==> config.mk <==
export PLATFORM = sky130hd
export DESIGN_NAME = frame_header_payload_validator_unit
export DESIGN_NICKNAME = d
export VERILOG_FILES = /design/src/rtl/core/fhpv_pkg.sv /design/src/rtl/core/fhpv_cfg_regs.sv /design/src/rtl/core/fhpv_parser.sv /design/src/rtl/core/frame_header_payload_validator_unit.sv
export SDC_FILE = /design/constraint.sdc
export NUM_CORES = 1
export LEC_CHECK = 0
export BUFFER_PORTS_ARGS = -buffer_cell sky130_fd_sc_hd__clkbuf_2
export CAP_MARGIN = 20
export CORE_ASPECT_RATIO = 0.5
export CORE_MARGIN = 4
export CORE_UTILIZATION = 58
export CTS_BUF_LIST = sky130_fd_sc_hd__clkbuf_16
export CTS_CLUSTER_SIZE = 12
export DETAILED_ROUTE_END_ITERATION = 10
export HOLD_SLACK_MARGIN = 0.1
export PLACE_DENSITY = 0.95
export REMOVE_ABC_BUFFERS = 1
export SLEW_MARGIN = 40
export SYNTH_ARGS = -nofsm -noshare
export SYNTH_HDL_FRONTEND = slang
export SYNTH_SLANG_ARGS = --single-unit
==> constraint.sdc <==
create_clock -name i_clk -period 11.2 [get_ports i_clk]
set_input_delay 0 -clock i_clk [delete_from_list [all_inputs] [get_ports i_clk]]
set_output_delay 0 -clock i_clk [all_outputs]
set_load 0.01 [all_outputs]
==> src/rtl/core/fhpv_pkg.sv <==
// Shared types, constants and lookup functions for the frame header/payload validator.
package fhpv_pkg;

    localparam int unsigned ACTION_COUNT    = 5;
    localparam int unsigned HEADER_BYTES    = 3;
    localparam int unsigned MAX_FRAME_BYTES = 256;
    localparam int unsigned ENTRY_COUNT     = 5;

    localparam int unsigned LIMITS_W = 8 * ENTRY_COUNT;
    localparam int unsigned COUNTS_W = 4 * ENTRY_COUNT;
    localparam int unsigned POS_W    = 9;
    localparam int unsigned APB_DW   = 64;
    localparam int unsigned APB_AW   = 4;

    localparam logic [7:0] CHAR_LOW  = 8'h21;  // '!'
    localparam logic [7:0] CHAR_HIGH = 8'h7E;  // '~'
    localparam logic [7:0] CHAR_NUL  = 8'h00;

    localparam logic [POS_W-1:0] HDR_POS  = POS_W'(HEADER_BYTES);
    localparam logic [POS_W-1:0] MAX_POS  = POS_W'(MAX_FRAME_BYTES);
    localparam logic [7:0]       ACT_LIM  = 8'(ACTION_COUNT);

    // Register indexes (byte address = 8 * index)
    localparam logic REG_OPTION_LIMITS = 1'b0;
    localparam logic REG_FIELD_COUNTS  = 1'b1;

    typedef enum logic [2:0] {
        ST_VALID      = 3'd0,
        ST_BAD_ACTION = 3'd1,
        ST_BAD_OPTION = 3'd2,
        ST_BAD_SIZE   = 3'd3,
        ST_BAD_DATA   = 3'd4
    } t_status;

    typedef struct packed {
        logic [7:0] rx_byte;
        logic       frame_start;
    } t_in;

    typedef struct packed {
        logic       payload_valid;
        logic [7:0] payload_byte;
        logic [3:0] field_number;
        logic       field_end;
        logic       verdict_valid;
        logic [2:0] status;
        logic [2:0] action_code;
        logic [7:0] option_code;
        logic [8:0] frame_length;
    } t_out;

    typedef struct packed {
        logic [LIMITS_W-1:0] option_limits;
        logic [COUNTS_W-1:0] field_counts;
    } t_cfg;

    function automatic logic [7:0] limit_of(input logic [LIMITS_W-1:0] lim,
                                            input logic [2:0] act);
        logic [7:0] res;
        res = 8'd0;
        for (int k = 0; k < ENTRY_COUNT; k++) begin
            if (act == 3'(k)) begin
                res = lim[8*k +: 8];
            end
        end
        return res;
    endfunction

    function automatic logic [3:0] count_of(input logic [COUNTS_W-1:0] cnt,
                                            input logic [2:0] act);
        logic [3:0] res;
        res = 4'd0;
        for (int k = 0; k < ENTRY_COUNT; k++) begin
            if (act == 3'(k)) begin
                res = cnt[4*k +: 4];
            end
        end
        return res;
    endfunction

endpackage

==> src/rtl/core/fhpv_cfg_regs.sv <==
// APB configuration registers: option limits and field counts.
module fhpv_cfg_regs (
    input  logic                        i_clk,
    input  logic                        i_rst_n,
    input  logic                        psel,
    input  logic                        penable,
    input  logic                        pwrite,
    input  logic [fhpv_pkg::APB_AW-1:0] paddr,
    input  logic [fhpv_pkg::APB_DW-1:0] pwdata,
    output logic [fhpv_pkg::APB_DW-1:0] prdata,
    output logic                        pready,
    output fhpv_pkg::t_cfg              o_cfg
);
    import fhpv_pkg::*;

    logic [LIMITS_W-1:0] r_option_limits;
    logic [COUNTS_W-1:0] r_field_counts;
    logic                wr_en;
    logic                reg_sel;

    assign pready  = 1'b1;
    assign wr_en   = psel && penable && pwrite;
    assign reg_sel = paddr[3];

    always_ff @(posedge i_clk) begin
        if (!i_rst_n) begin
            r_option_limits <= '0;
            r_field_counts  <= '0;
        end else if (wr_en) begin
            if (reg_sel == REG_OPTION_LIMITS) begin
                r_option_limits <= pwdata[LIMITS_W-1:0];
            end else begin
                r_field_counts <= pwdata[COUNTS_W-1:0];
            end
        end
    end

    always_comb begin
        if (reg_sel == REG_OPTION_LIMITS) begin
            prdata = APB_DW'(r_option_limits);
        end else begin
            prdata = APB_DW'(r_field_counts);
        end
    end

    assign o_cfg.option_limits = r_option_limits;
    assign o_cfg.field_counts  = r_field_counts;

endmodule

==> src/rtl/core/fhpv_parser.sv <==
// Frame parse state and the per-byte check logic.
module fhpv_parser (
    input  logic           i_clk,
    input  logic           i_rst_n,
    input  logic           i_advance,
    input  fhpv_pkg::t_in  i_item,
    input  fhpv_pkg::t_cfg i_cfg,
    output fhpv_pkg::t_out o_result
);
    import fhpv_pkg::*;

    logic [POS_W-1:0] r_pos,      n_pos;
    logic [2:0]       r_action,   n_action;
    logic [7:0]       r_option,   n_option;
    logic [7:0]       r_size,     n_size;
    logic [3:0]       r_fields,   n_fields;
    logic             r_finished, n_finished;

    logic [7:0]       b;
    logic [7:0]       lim;
    logic [3:0]       cnt;
    logic [3:0]       fields_inc;
    logic [POS_W-1:0] size_end;
    t_out             res;

    assign b          = i_item.rx_byte;
    assign lim        = limit_of(i_cfg.option_limits, r_action);
    assign cnt        = count_of(i_cfg.field_counts, r_action);
    assign fields_inc = r_fields + 4'd1;
    assign size_end   = POS_W'(r_size) + HDR_POS;

    always_comb begin
        n_pos      = r_pos;
        n_action   = r_action;
        n_option   = r_option;
        n_size     = r_size;
        n_fields   = r_fields;
        n_finished = r_finished;
        res        = '0;

        if (i_item.frame_start) begin
            n_option = 8'd0;
            n_size   = 8'd0;
            n_fields = 4'd0;
            if (b >= ACT_LIM) begin
                n_action          = 3'd0;
                res.verdict_valid = 1'b1;
                res.status        = ST_BAD_ACTION;
                n_finished        = 1'b1;
            end else begin
                n_action   = b[2:0];
                n_pos      = POS_W'(1);
                n_finished = 1'b0;
            end
        end else if (!r_finished) begin
            if (r_pos == POS_W'(1)) begin
                if (b > lim) begin
                    res.verdict_valid = 1'b1;
                    res.status        = ST_BAD_OPTION;
                    n_finished        = 1'b1;
                end else begin
                    n_option = b;
                    n_pos    = POS_W'(2);
                end
            end else if (r_pos == POS_W'(2)) begin
                n_size = b;
                if (cnt == 4'd0) begin
                    // no payload fields: verdict comes with the size byte
                    res.verdict_valid = 1'b1;
                    n_finished        = 1'b1;
                    if (b != 8'd0) begin
                        res.status = ST_BAD_SIZE;
                    end else begin
                        res.status       = ST_VALID;
                        res.frame_length = HDR_POS;
                    end
                end else begin
                    n_fields = 4'd0;
                    n_pos    = HDR_POS;
                end
            end else begin
                if (r_pos >= size_end || r_pos >= MAX_POS) begin
                    res.verdict_valid = 1'b1;
                    res.status        = ST_BAD_SIZE;
                    n_finished        = 1'b1;
                end else if (b != CHAR_NUL && (b < CHAR_LOW || b > CHAR_HIGH)) begin
                    res.verdict_valid = 1'b1;
                    res.status        = ST_BAD_DATA;
                    n_finished        = 1'b1;
                end else begin
                    res.payload_valid = 1'b1;
                    res.payload_byte  = b;
                    res.field_number  = r_fields;
                    n_pos             = r_pos + POS_W'(1);
                    if (b == CHAR_NUL) begin
                        res.field_end = 1'b1;
                        n_fields      = fields_inc;
                        if (fields_inc == cnt) begin
                            res.verdict_valid = 1'b1;
                            res.status        = ST_VALID;
                            res.frame_length  = size_end;
                            n_finished        = 1'b1;
                        end
                    end
                end
            end
        end

        res.action_code = n_action;
        res.option_code = n_option;
    end

    always_ff @(posedge i_clk) begin
        if (!i_rst_n) begin
            r_pos      <= '0;
            r_action   <= '0;
            r_option   <= '0;
            r_size     <= '0;
            r_fields   <= '0;
            r_finished <= 1'b1;
        end else if (i_advance) begin
            r_pos      <= n_pos;
            r_action   <= n_action;
            r_option   <= n_option;
            r_size     <= n_size;
            r_fields   <= n_fields;
            r_finished <= n_finished;
        end
    end

    assign o_result = res;

endmodule

==> src/rtl/core/frame_header_payload_validator_unit.sv <==
// Top level of the frame header/payload validator: input register, checker, result register.
//
// Checks a received frame one byte per transaction. A byte with frame_start set opens a
// frame as the action byte; then the option byte (checked against the action's limit in
// option_limits), the payload size byte, and the payload as the action's number of
// NUL-terminated printable-ASCII fields (count from field_counts). Every input transaction
// yields exactly one output transaction carrying the passed payload byte (with its field
// index and end-of-field flag), and once per frame the final status. Bytes with no open
// frame give a result with no payload or verdict flag, only the held action and option
// codes. Throughput is one transaction per cycle while the output side does not stall.
// Each accepted transaction goes from the input register through the combinational check
// logic to the result register. The input side stalls only while both registers are full
// and the output side is stalling. Configuration is to be written over the APB port
// (option_limits at 0x0, field_counts at 0x8, 64-bit data) only while idle; not enforced.
module frame_header_payload_validator_unit (
    input  logic                        i_clk,
    input  logic                        i_rst_n,
    // input channel
    input  logic                        i_valid,
    output logic                        o_stall,
    input  fhpv_pkg::t_in               i_data,
    // result channel
    output logic                        o_valid,
    input  logic                        i_stall,
    output fhpv_pkg::t_out              o_data,
    // configuration port
    input  logic                        psel,
    input  logic                        penable,
    input  logic                        pwrite,
    input  logic [fhpv_pkg::APB_AW-1:0] paddr,
    input  logic [fhpv_pkg::APB_DW-1:0] pwdata,
    output logic [fhpv_pkg::APB_DW-1:0] prdata,
    output logic                        pready
);
    import fhpv_pkg::*;

    t_cfg cfg;
    t_in  r_in_data;
    logic r_in_valid;
    t_out r_out_data;
    logic r_out_valid;
    t_out result;
    logic out_free;
    logic advance;
    logic in_take;

    fhpv_cfg_regs u_cfg (
        .i_clk   (i_clk),
        .i_rst_n (i_rst_n),
        .psel    (psel),
        .penable (penable),
        .pwrite  (pwrite),
        .paddr   (paddr),
        .pwdata  (pwdata),
        .prdata  (prdata),
        .pready  (pready),
        .o_cfg   (cfg)
    );

    // result register can take a new value when empty or being drained
    assign out_free = !r_out_valid || !i_stall;
    // held byte moves through the checker into the result register; state updates here
    assign advance  = r_in_valid && out_free;
    assign o_stall  = r_in_valid && !out_free;
    assign in_take  = i_valid && !o_stall;

    fhpv_parser u_parser (
        .i_clk     (i_clk),
        .i_rst_n   (i_rst_n),
        .i_advance (advance),
        .i_item    (r_in_data),
        .i_cfg     (cfg),
        .o_result  (result)
    );

    // control
    always_ff @(posedge i_clk) begin
        if (!i_rst_n) begin
            r_in_valid  <= 1'b0;
            r_out_valid <= 1'b0;
        end else begin
            if (in_take) begin
                r_in_valid <= 1'b1;
            end else if (advance) begin
                r_in_valid <= 1'b0;
            end
            if (advance) begin
                r_out_valid <= 1'b1;
            end else if (!i_stall) begin
                r_out_valid <= 1'b0;
            end
        end
    end

    // payload
    always_ff @(posedge i_clk) begin
        if (in_take) begin
            r_in_data <= i_data;
        end
        if (advance) begin
            r_out_data <= result;
        end
    end

    assign o_valid = r_out_valid;
    assign o_data  = r_out_data;

endmodule

==> metrics.txt, run 1 <==
Slew HR 0.475; depth of the CTS H-tree 4; CTS tree yes; Async SR Flop Fraction 0; total die area 14800 sq um; Sequential cell area 3310 sq um; Fillers 714; Clock Latency Late Sink 0.44 ns; Post-Place Cells 1072; DIE HEIGHT 88.1 um; slowest CP cell mux4_2; pin count of the biggest net entering global routing 70; fin. max-slew vios 0; mux contribution to synthesized area 0.0932; Layout area overhead 23.7%; Core Region 12200 sq um; largest family of logic cells by synthesized area simple AND/OR/NAND/NOR gates; clock-pin slew on the worst setup and hold paths 0.07 ns; TritonCTS Buffers 17; VDD IR max 0.0857 mV; multi-input logic area 3780 sq um; Crit path max-delay family compound AO/OA/AOI/OAI gates; most common flop cell mapped by yosys dfxtp_1; dpl cell area 8110 sq um; final worst-path setup slack 7.14 ns; Yosys top cell area share 0.256; vias 7134; Setup Total Neg Slack 0 ns; Tcrit/Tclk final 0.362; max-cap violations 0; Total GRT Usage 0.310; # diodes 0; status finished clean; XOR/XNOR Fraction of Synth Area 0.0130; Final GP Congestion 0.921; Min-Delay Path Class primary input to flop; initial antenna violation count 0; WL final 23.4 mm; Root Driver clkbuf_16; worst slew pin tran 0.787 ns; count of yosys warnings during synthesis 0; Synth Area in Adders 0.0387; Antenna Nets Post-Route 0; Req. time, crit path 11.55 ns; Worst path max stage delay 0.55 ns; layout cell share with drive strength beyond 1 0.236; First DRT Iteration DRCs 1146; Yosys reg bits 142; first-pass GRT wire length 36.5 mm; IO Count 189; sequential share of the synthesized area 0.445; synthesized instance count 809; CTS sink count 142; Remaining Overflow, GRT 0; Crit path arrival time 4.40 ns; drt pass-1 iters 8; routed vias/inst 6.17; FP Rows 28; Yosys cell types 72; WL/cell 20.2 um; DP Wirelength 13.2 mm; CP Max Fanout 21; CP most frequent cell buf_4; Fin Clk Skew 0.0145 ns; synthesized area 7440 sq um; class of the most critical setup path flop to flop; Finish-stage setup viols 0; top cells by area, synth dfxtp_1 (26%), edfxtp_1 (19%), nand2_1 (8.1%); nature of the critical path endpoint flop; Synth area leader dfxtp_1; highest-count cells in the layout ignoring fill and taps nand2_1 (160), clkbuf_2 (136), dfxtp_1 (94); startpoint types flop; PortBufs 136; Fin. Hold Viols 0; post-synthesis simple-gate area fraction 0.207; compound-gate portion of the synthesized area 0.142; Initial Util 0.612; total power 1.22 mW; WP buf/inv 2; DR DRC count 0; PD cells 132 nW/um^2; number of synthesized flops with an enable pin 47; mean area per synthesized cell 9.19 sq um; CTS Buffer Depth 2; pre-CTS WS 7.47 ns; RSZ-0062 raised after global routing false; highest clock rate 246 MHz; CP cell instances buf_4 > mux4_2 > a22oi_1 > ha_1 > nor2b_1 > o211ai_1 > a21oi_1 > o22ai_1 > nor3b_1 > buf_4 > nand3_1 > o32ai_1; non-filler instance count after layout 1157; leak pwr 3.57 nW; die width 168 um; clock period minus worst slack 4.06 ns; vias in the first global route 6952; most common cell after layout, fill and taps aside nand2_1; final instance area 9200 sq um; nets 1086
[state kept, by name, indices dropped and copies added (netlist names)]
signal                 cells
o_data                    38
u_parser.r_fields          4
u_parser.r_pos             9
u_parser.r_option          8
o_valid                    1
u_cfg.r_field_counts      20
r_in_data                  9
u_parser.r_action          3
u_parser.r_finished        1
u_parser.r_size            8
r_in_valid                 1
u_cfg.r_option_limits     40
[cells by family after synthesis]
family | count (synthesis)
mux | 55
compound gates | 161
buf+inv | 86
simple gates | 329
other cells | 2
fa+ha+maj | 23
flops | 142
xor+xnor | 11
[area by class of cell]
| cell class | instances | area share |
|---|---|---|
| Multi-Input combinational cell | 605 | 0.411 |
| Sequential cell | 142 | 0.360 |
| Inverter | 13 | 0.00530 |
| Clock inverter | 15 | 0.0141 |
| Timing Repair Buffer | 200 | 0.141 |
| Clock buffer | 17 | 0.0462 |
| Tap cell | 165 | 0.0224 |
[routing by layer]
layer	routed length [um]	track usage	share of wire	vias to the layer above
li1	-	-	-	3150
met1	8820	0.380	0.38	3282
met2	10600	0.513	0.45	561
met3	2700	0.0843	0.12	141
met4	1230	0.158	0.052	0
met5	0	0	0	-
[power breakdown]
part / internal [mW] / switching (mW) / total (mW)
sequential: 0.545 / 0.0140 / 0.559
combinational: 0.0459 / 0.0676 / 0.113
clock: 0.290 / 0.255 / 0.546
[worst paths after layout]
check	startpoint	endpoint	slack [ns]	cells past startpoint
setup / recovery	u_parser.r_action[0]	u_parser.r_option[0]	7.14	12
hold / removal	penable	u_cfg.r_option_limits[23]	0.18	5
setup reg to reg	u_parser.r_action[0]	u_parser.r_option[0]	7.14	12
hold reg to reg	u_cfg.r_option_limits[19]	u_cfg.r_option_limits[19]	0.47	2
[worst min-delay path: stages]
cell      delay [ns]
clkbuf_2        0.10
nand3_1         0.16
nor2_4          0.16
nand2_1         0.10
a21oi_1         0.05
[Yosys cell counts, types with 11 or more instances]
library cell	instances
nand2_1	160
dfxtp_1	95
a21oi_1	76
nor2_1	59
edfxtp_1	47
clkbuf_1	35
nor2b_1	27
buf_4	26
mux2i_1	25
ha_1	23
mux2_2	20
and2_1	13
nand3_1	13
inv_1	12
o22ai_1	12
nor3_1	11
o21ai_0	11
[repair_timing]
action,in CTS,in global routing
setup buffers,0,0
resized for setup,0,0
hold endpoints to repair,72,0
hold buffers,53,0
[per-stage QoR]
step,hold WS [ns],util
after floorplan,0.0464,-
after global placement,0.178,0.666
after CTS,0.165,0.757
after detailed placement,0.179,0.667
after global routing,0.217,0.757
final,0.183,0.757
Note: power is estimated with default switching activity, not from simulation.
==> inputs of run 2 (changes only) <==
- CORE_UTILIZATION: 58 -> 54
- PLACE_DENSITY: 0.95 -> 0.92
- clock period: 11.2 -> 4.18 ns (I/O delays scaled with it)
==> run 2 against run 1 <==
Combinational power grew to 2.6 times the previous value. Clock power grew to 2.7 times the previous value. First-iteration DRC count shrank 38%. Power grew to 2.7 times the previous value. Wire length shrank 5.0%. Non-clock buffer count grew 5. Global-route usage shrank 3.4 points. Sequential share of layout area shrank 0.24 points. Critical path type unchanged. Largest power group unchanged.
==> metrics.txt, run 2 (synthesis results as in run 1) <==
setup bufs post-CTS 0; WP buf/inv 2; FP Rows 29; CTS Buffer Depth 2; total die area 15800 sq um; routed vias/inst 6.04; max FFs per register 40; PortBufs 136; CTS sink count 142; nets 1091; initial antenna violation count 0; slowest CP cell dfxtp_2; worst slew pin tran 0.819 ns; PD cells 355 nW/um^2; Layout area overhead 24.5%; CP most frequent cell buf_4; highest clock rate 262 MHz; leak pwr 3.60 nW; vias 7059; die width 174 um; Req. time, crit path 4.49 ns; WL final 22.2 mm; r2r startpoint u_parser.r_action[0]; Crit path arrival time 4.13 ns; TritonCTS Buffers 17; class of the most critical setup path flop to flop; pin count of the biggest net entering global routing 50; VDD IR max 0.235 mV; multi-input logic area 3770 sq um; CP Max Fanout 13; Worst path max stage delay 0.61 ns; fin. max-slew vios 0; CP cell instances buf_4 > mux4_2 > a22oi_1 > ha_1 > o211ai_1 > a21oi_1 > o22ai_1 > nor3b_1 > buf_4 > nand3_1 > o32ai_1; Post-Place Cells 1080; Root Driver clkbuf_16; Fin Clk Skew 0.00817 ns; Crit path max-delay family compound AO/OA/AOI/OAI gates; Min-Delay Path Class primary input to flop; Hold WS 0.140 ns; hold wc startpoint i_rst_n; Clock Latency Late Sink 0.42 ns; WL/cell 19.0 um; Total GRT Usage 0.276; Tcrit/Tclk final 0.914; RSZ-0062 raised after global routing false; vias in the first global route 7080; clock period minus worst slack 3.82 ns; DR DRC count 0; CTS resizes 0; clock-pin slew on the worst setup and hold paths 0.07 ns; drt pass-1 iters 7; Slew HR 0.453; Initial Util 0.569; highest-count cells in the layout ignoring fill and taps nand2_1 (160), clkbuf_2 (136), dfxtp_1 (94); Final GP Congestion 0.918; DP Wirelength 13.6 mm; nature of the critical path endpoint flop; startpoint types flop; depth of the CTS H-tree 4; crit path launch u_parser.r_action[0]; status finished clean; non-filler instance count after layout 1168; max-cap violations 0; Core Region 13100 sq um; Remaining Overflow, GRT 0; CTS tree yes; layout cell share with drive strength beyond 1 0.233; Largest Register u_cfg.r_option_limits; most common cell after layout, fill and taps aside nand2_1; first-pass GRT wire length 35.7 mm; First DRT Iteration DRCs 710; Finish-stage setup viols 0; Sequential cell area 3310 sq um; Antenna Nets Post-Route 0; IO Count 189; Fillers 842; Fin. Hold Viols 0; DIE HEIGHT 91.0 um
==> run 2: power breakdown <==
| part | total, mW | internal (mW) | switching (mW) |
|---|---|---|---|
| combinational | 0.299 | 0.124 | 0.175 |
| clock | 1.49 | 0.875 | 0.615 |
| sequential | 1.50 | 1.46 | 0.0367 |
| total | 3.29 | 2.46 | 0.826 |
==> run 2: per-layer routing <==
metal	global-route usage	share of wire	vias up
met5	0	0	-
met4	0.128	0.037	0
met3	0.0672	0.10	98
met2	0.458	0.47	484
met1	0.345	0.39	3320
li1	-	-	3157
==> run 2: path summary, 6_finish.rpt <==
kind,end,depth (start not counted),slack (ns)
setup reg to reg,u_parser.r_option[0],11,0.36
hold / removal,u_parser.r_finished,2,0.14
setup / recovery,u_parser.r_option[0],11,0.36
hold reg to reg,u_cfg.r_option_limits[0],2,0.47
==> run 2: cell type report <==
class                   instances  share of cell area
flip-flops and latches        142               0.358
clock inverters                15              0.0155
repair buffers                205               0.145
inverters                      13             0.00527
multi-input cells             605               0.407
diodes                          1            0.000270
clock buffers                  17              0.0459
well taps                     170              0.0230
==> run 2: stage by stage <==
| stage | worst slack [ns] | TNS [ns] | instance area (sq um) | total power, mW | utilization |
|---|---|---|---|---|---|
| 2_1_floorplan | -0.0641 | -0.0641 | 7130 | 1.65 | - |
| 3_3_place_gp | 0.454 | 0 | 8130 | 1.76 | 0.622 |
| 3_5_place_dp | 0.303 | 0 | 8140 | 1.77 | 0.623 |
| 4_1_cts | 0.200 | 0 | 9260 | 3.26 | 0.709 |
| 5_1_grt | 0.182 | 0 | 9260 | 3.37 | 0.709 |
| 6_report | 0.358 | 0 | 9260 | 3.29 | 0.709 |
==> run 2: repair_timing <==
action / in CTS / in global routing
setup endpoints to repair: 0 / 0
hold endpoints to repair: 71 / 0
hold buffers: 55 / 0
==> inputs of run 3 (changes only) <==
- ABC_AREA: default -> 1
==> run 3 against run 2 <==
Hold slack improved by 0.033 ns. Final cell count increased by 10%. Clock skew increased by 0.0015 ns. Wire length decreased by 0.98%. Sequential power about the same. Via count increased by 3.3%. Cell area decreased by 2.5%. First-iteration DRC count increased by 11%. Die area decreased by 0.91%. Sequential cell count unchanged. Fmax increased by 3.9%.
==> metrics.txt, run 3 <==
First DRT Iteration DRCs 787; drt pass-1 iters 7; leak pwr 3.97 nW; first-pass GRT wire length 35.0 mm; Min-Delay Path Class primary input to flop; worst-case reg-to-reg path depth 18; WL/cell 17.1 um; Largest Register u_cfg.r_option_limits; depth of the CTS H-tree 4; CP most frequent cell o21ai_0; r2r startpoint u_parser.r_action[1]; initial antenna violation count 0; worst slew pin tran 0.789 ns; Util after Layout 0.695; CTS resizes 0; FP Rows 29; Initial Util 0.567; CP cell instances inv_2 > nor2_1 > nand2_1 > o21ai_0 > a21oi_1 > o221ai_1 > o21ai_0 > ha_1 > a21oi_1 > o21ai_0 > nand2_1 > o211ai_1 > nand3_1 > nand3_1 > nor2_2 > nand3_4 > o21ai_0 > a21oi_1; most common flop cell mapped by yosys dfxtp_1; count of yosys warnings during synthesis 0; clock-pin slew on the worst setup and hold paths 0.07 ns; Async SR Flop Fraction 0; Total GRT Usage 0.272; startpoint types flop; Sequential cell area 3310 sq um; Fillers 951; synthesized area 7360 sq um; hold wc startpoint pwrite; DP Wirelength 13.7 mm; Finish-stage setup viols 0; TritonCTS Buffers 17; multi-input logic area 3280 sq um; WL final 22.0 mm; PortBufs 136; Layout area overhead 22.6%; Yosys top cell area share 0.258; Root Driver clkbuf_16; total die area 15700 sq um; highest-count cells in the layout ignoring fill and taps clkbuf_2 (136), inv_1 (119), nor2_1 (116); Switching Share 0.284; nets 1210; Core Region 13000 sq um; hold path depth 5; max-cap violations 0; layout cell share with drive strength beyond 1 0.196; mean area per synthesized cell 7.88 sq um; Logic pwr share 0.132; class of the most critical setup path flop to flop; terminus of the critical flop-to-flop path u_parser.r_pos[3]; vias in the first global route 6966; CP Max Fanout 15; DIE HEIGHT 90.6 um; most common cell after layout, fill and taps aside clkbuf_2; vias 7294; clock period minus worst slack 3.68 ns; nature of the critical path endpoint flop; dpl cell area 7980 sq um; pin count of the biggest net entering global routing 77; hold buffers post-CTS 52; Remaining Overflow, GRT 0; Net Switching 0.951 mW; max FFs per register 40; Clock Latency Late Sink 0.42 ns; sink of the worst hold path u_cfg.r_option_limits[16]; slowest CP cell dfxtp_1; CTS tree yes; Seq pwr share 0.457; status finished clean; RSZ-0062 raised after global routing false; top post-synthesis cells by count inv_1 (120), nor2_1 (117), nand2_1 (111); Req. time, crit path 4.47 ns; Yosys reg bits 142; final instance area 9030 sq um; top-count cell post-synth inv_1; R2R Setup Slk 0.50 ns; fin. max-slew vios 0; number of synthesized flops with an enable pin 47; Final GP Congestion 0.956; Slew HR 0.471; synthesized instance count 935; CTS Buffer Depth 2; sequential share of the synthesized area 0.450; setup bufs post-CTS 0; die width 173 um; CTS sink count 142; IO Count 189; Fin. Hold Viols 0; Fin Clk Skew 0.00962 ns; clock network fraction of design power 0.411; Setup Total Neg Slack 0 ns; highest clock rate 272 MHz; Antenna Nets Post-Route 0; Cell Int Power 2.40 mW; Yosys cell types 44; DR DRC count 0; Crit path arrival time 3.97 ns; VDD IR max 0.290 mV; routed vias/inst 5.67; top cells by area, synth dfxtp_1 (26%), edfxtp_1 (19%), o21ai_0 (7.5%); Worst path max stage delay 0.57 ns; PD cells 371 nW/um^2; Tcrit/Tclk final 0.880; Synth area leader dfxtp_1
[run 3: cell count changes after synthesis, sizes merged, moves of 20 or more]
cell   delta
nand2    -42
a21oi    +34
inv     +112
o21ai   +101
nand3    +20
mux2     -21
mux2i    -25
nor2     +65
nor2b    -27
[run 3: how the worst max path moves through the flow]
stage | startpoint | to | slack [ns] | cells after the start
2_1_floorplan | o_valid | u_parser.r_size[4] | 0.08 | 9
3_3_place_gp | u_parser.r_action[1] | o_data[16] | 0.82 | 19
3_5_place_dp | u_parser.r_action[1] | o_data[16] | 0.70 | 19
4_1_cts | u_parser.r_action[1] | u_parser.r_pos[3] | 0.65 | 18
5_1_grt | u_parser.r_action[1] | u_parser.r_pos[3] | 0.31 | 18
6_report | u_parser.r_action[1] | u_parser.r_pos[3] | 0.50 | 18
[run 3: kinds of logic after synthesis]
kind of cell,after synthesis,synth area share
other,2,0.00102
buffers and inverters,191,0.118
XOR/XNOR,11,0.0131
AO/OA/AOI/OAI,245,0.175
flip-flops,142,0.450
adder cells (fa/ha/maj),23,0.0391
AND/OR/NAND/NOR,321,0.204
[run 3: metrics by stage]
stage          instances  setup slack [ns]  total power, mW  hold WS (ns)
2_1_floorplan        892            0.0825             1.79        0.0475
3_3_place_gp        1202             0.822             1.92         0.178
3_5_place_dp        1202             0.696             1.94         0.179
4_1_cts             1286             0.654             3.32         0.170
5_1_grt             1286             0.310             3.46         0.234
6_report            1287             0.501             3.35         0.173
[run 3: area by class of cell]
class	count	area share
flip-flops and latches	142	0.367
inverters	124	0.0518
diodes	1	0.000277
clock buffers	17	0.0471
repair buffers	192	0.136
well taps	170	0.0236
multi-input cells	626	0.363
clock inverters	15	0.0109
[run 3: worst max-delay path: cells and delay by family, from the launching register on]
kind,cells,cell delay (ns)
flip-flops,1,0.57
AND/OR/NAND/NOR,7,1.18
AO/OA/AOI/OAI,9,1.38
adder cells (fa/ha/maj),1,0.31
buffers and inverters,1,0.10
[run 3: layer usage]
| layer | global-route usage | routed length (um) |
|---|---|---|
| met5 | 0 | 0 |
| met2 | 0.449 | 10200 |
| met3 | 0.0665 | 2220 |
| met4 | 0.130 | 1000 |
| met1 | 0.338 | 8600 |
[run 3: power by group through the flow]
| stage | Sequential (mW) | Combinational [mW] | Clock (mW) |
|---|---|---|---|
| after floorplan | 1.55 | 0.238 | 0 |
| after global placement | 1.55 | 0.369 | 0 |
| after detailed placement | 1.56 | 0.381 | 0 |
| after CTS | 1.53 | 0.424 | 1.37 |
| after global routing | 1.53 | 0.484 | 1.44 |
| final | 1.53 | 0.441 | 1.38 |
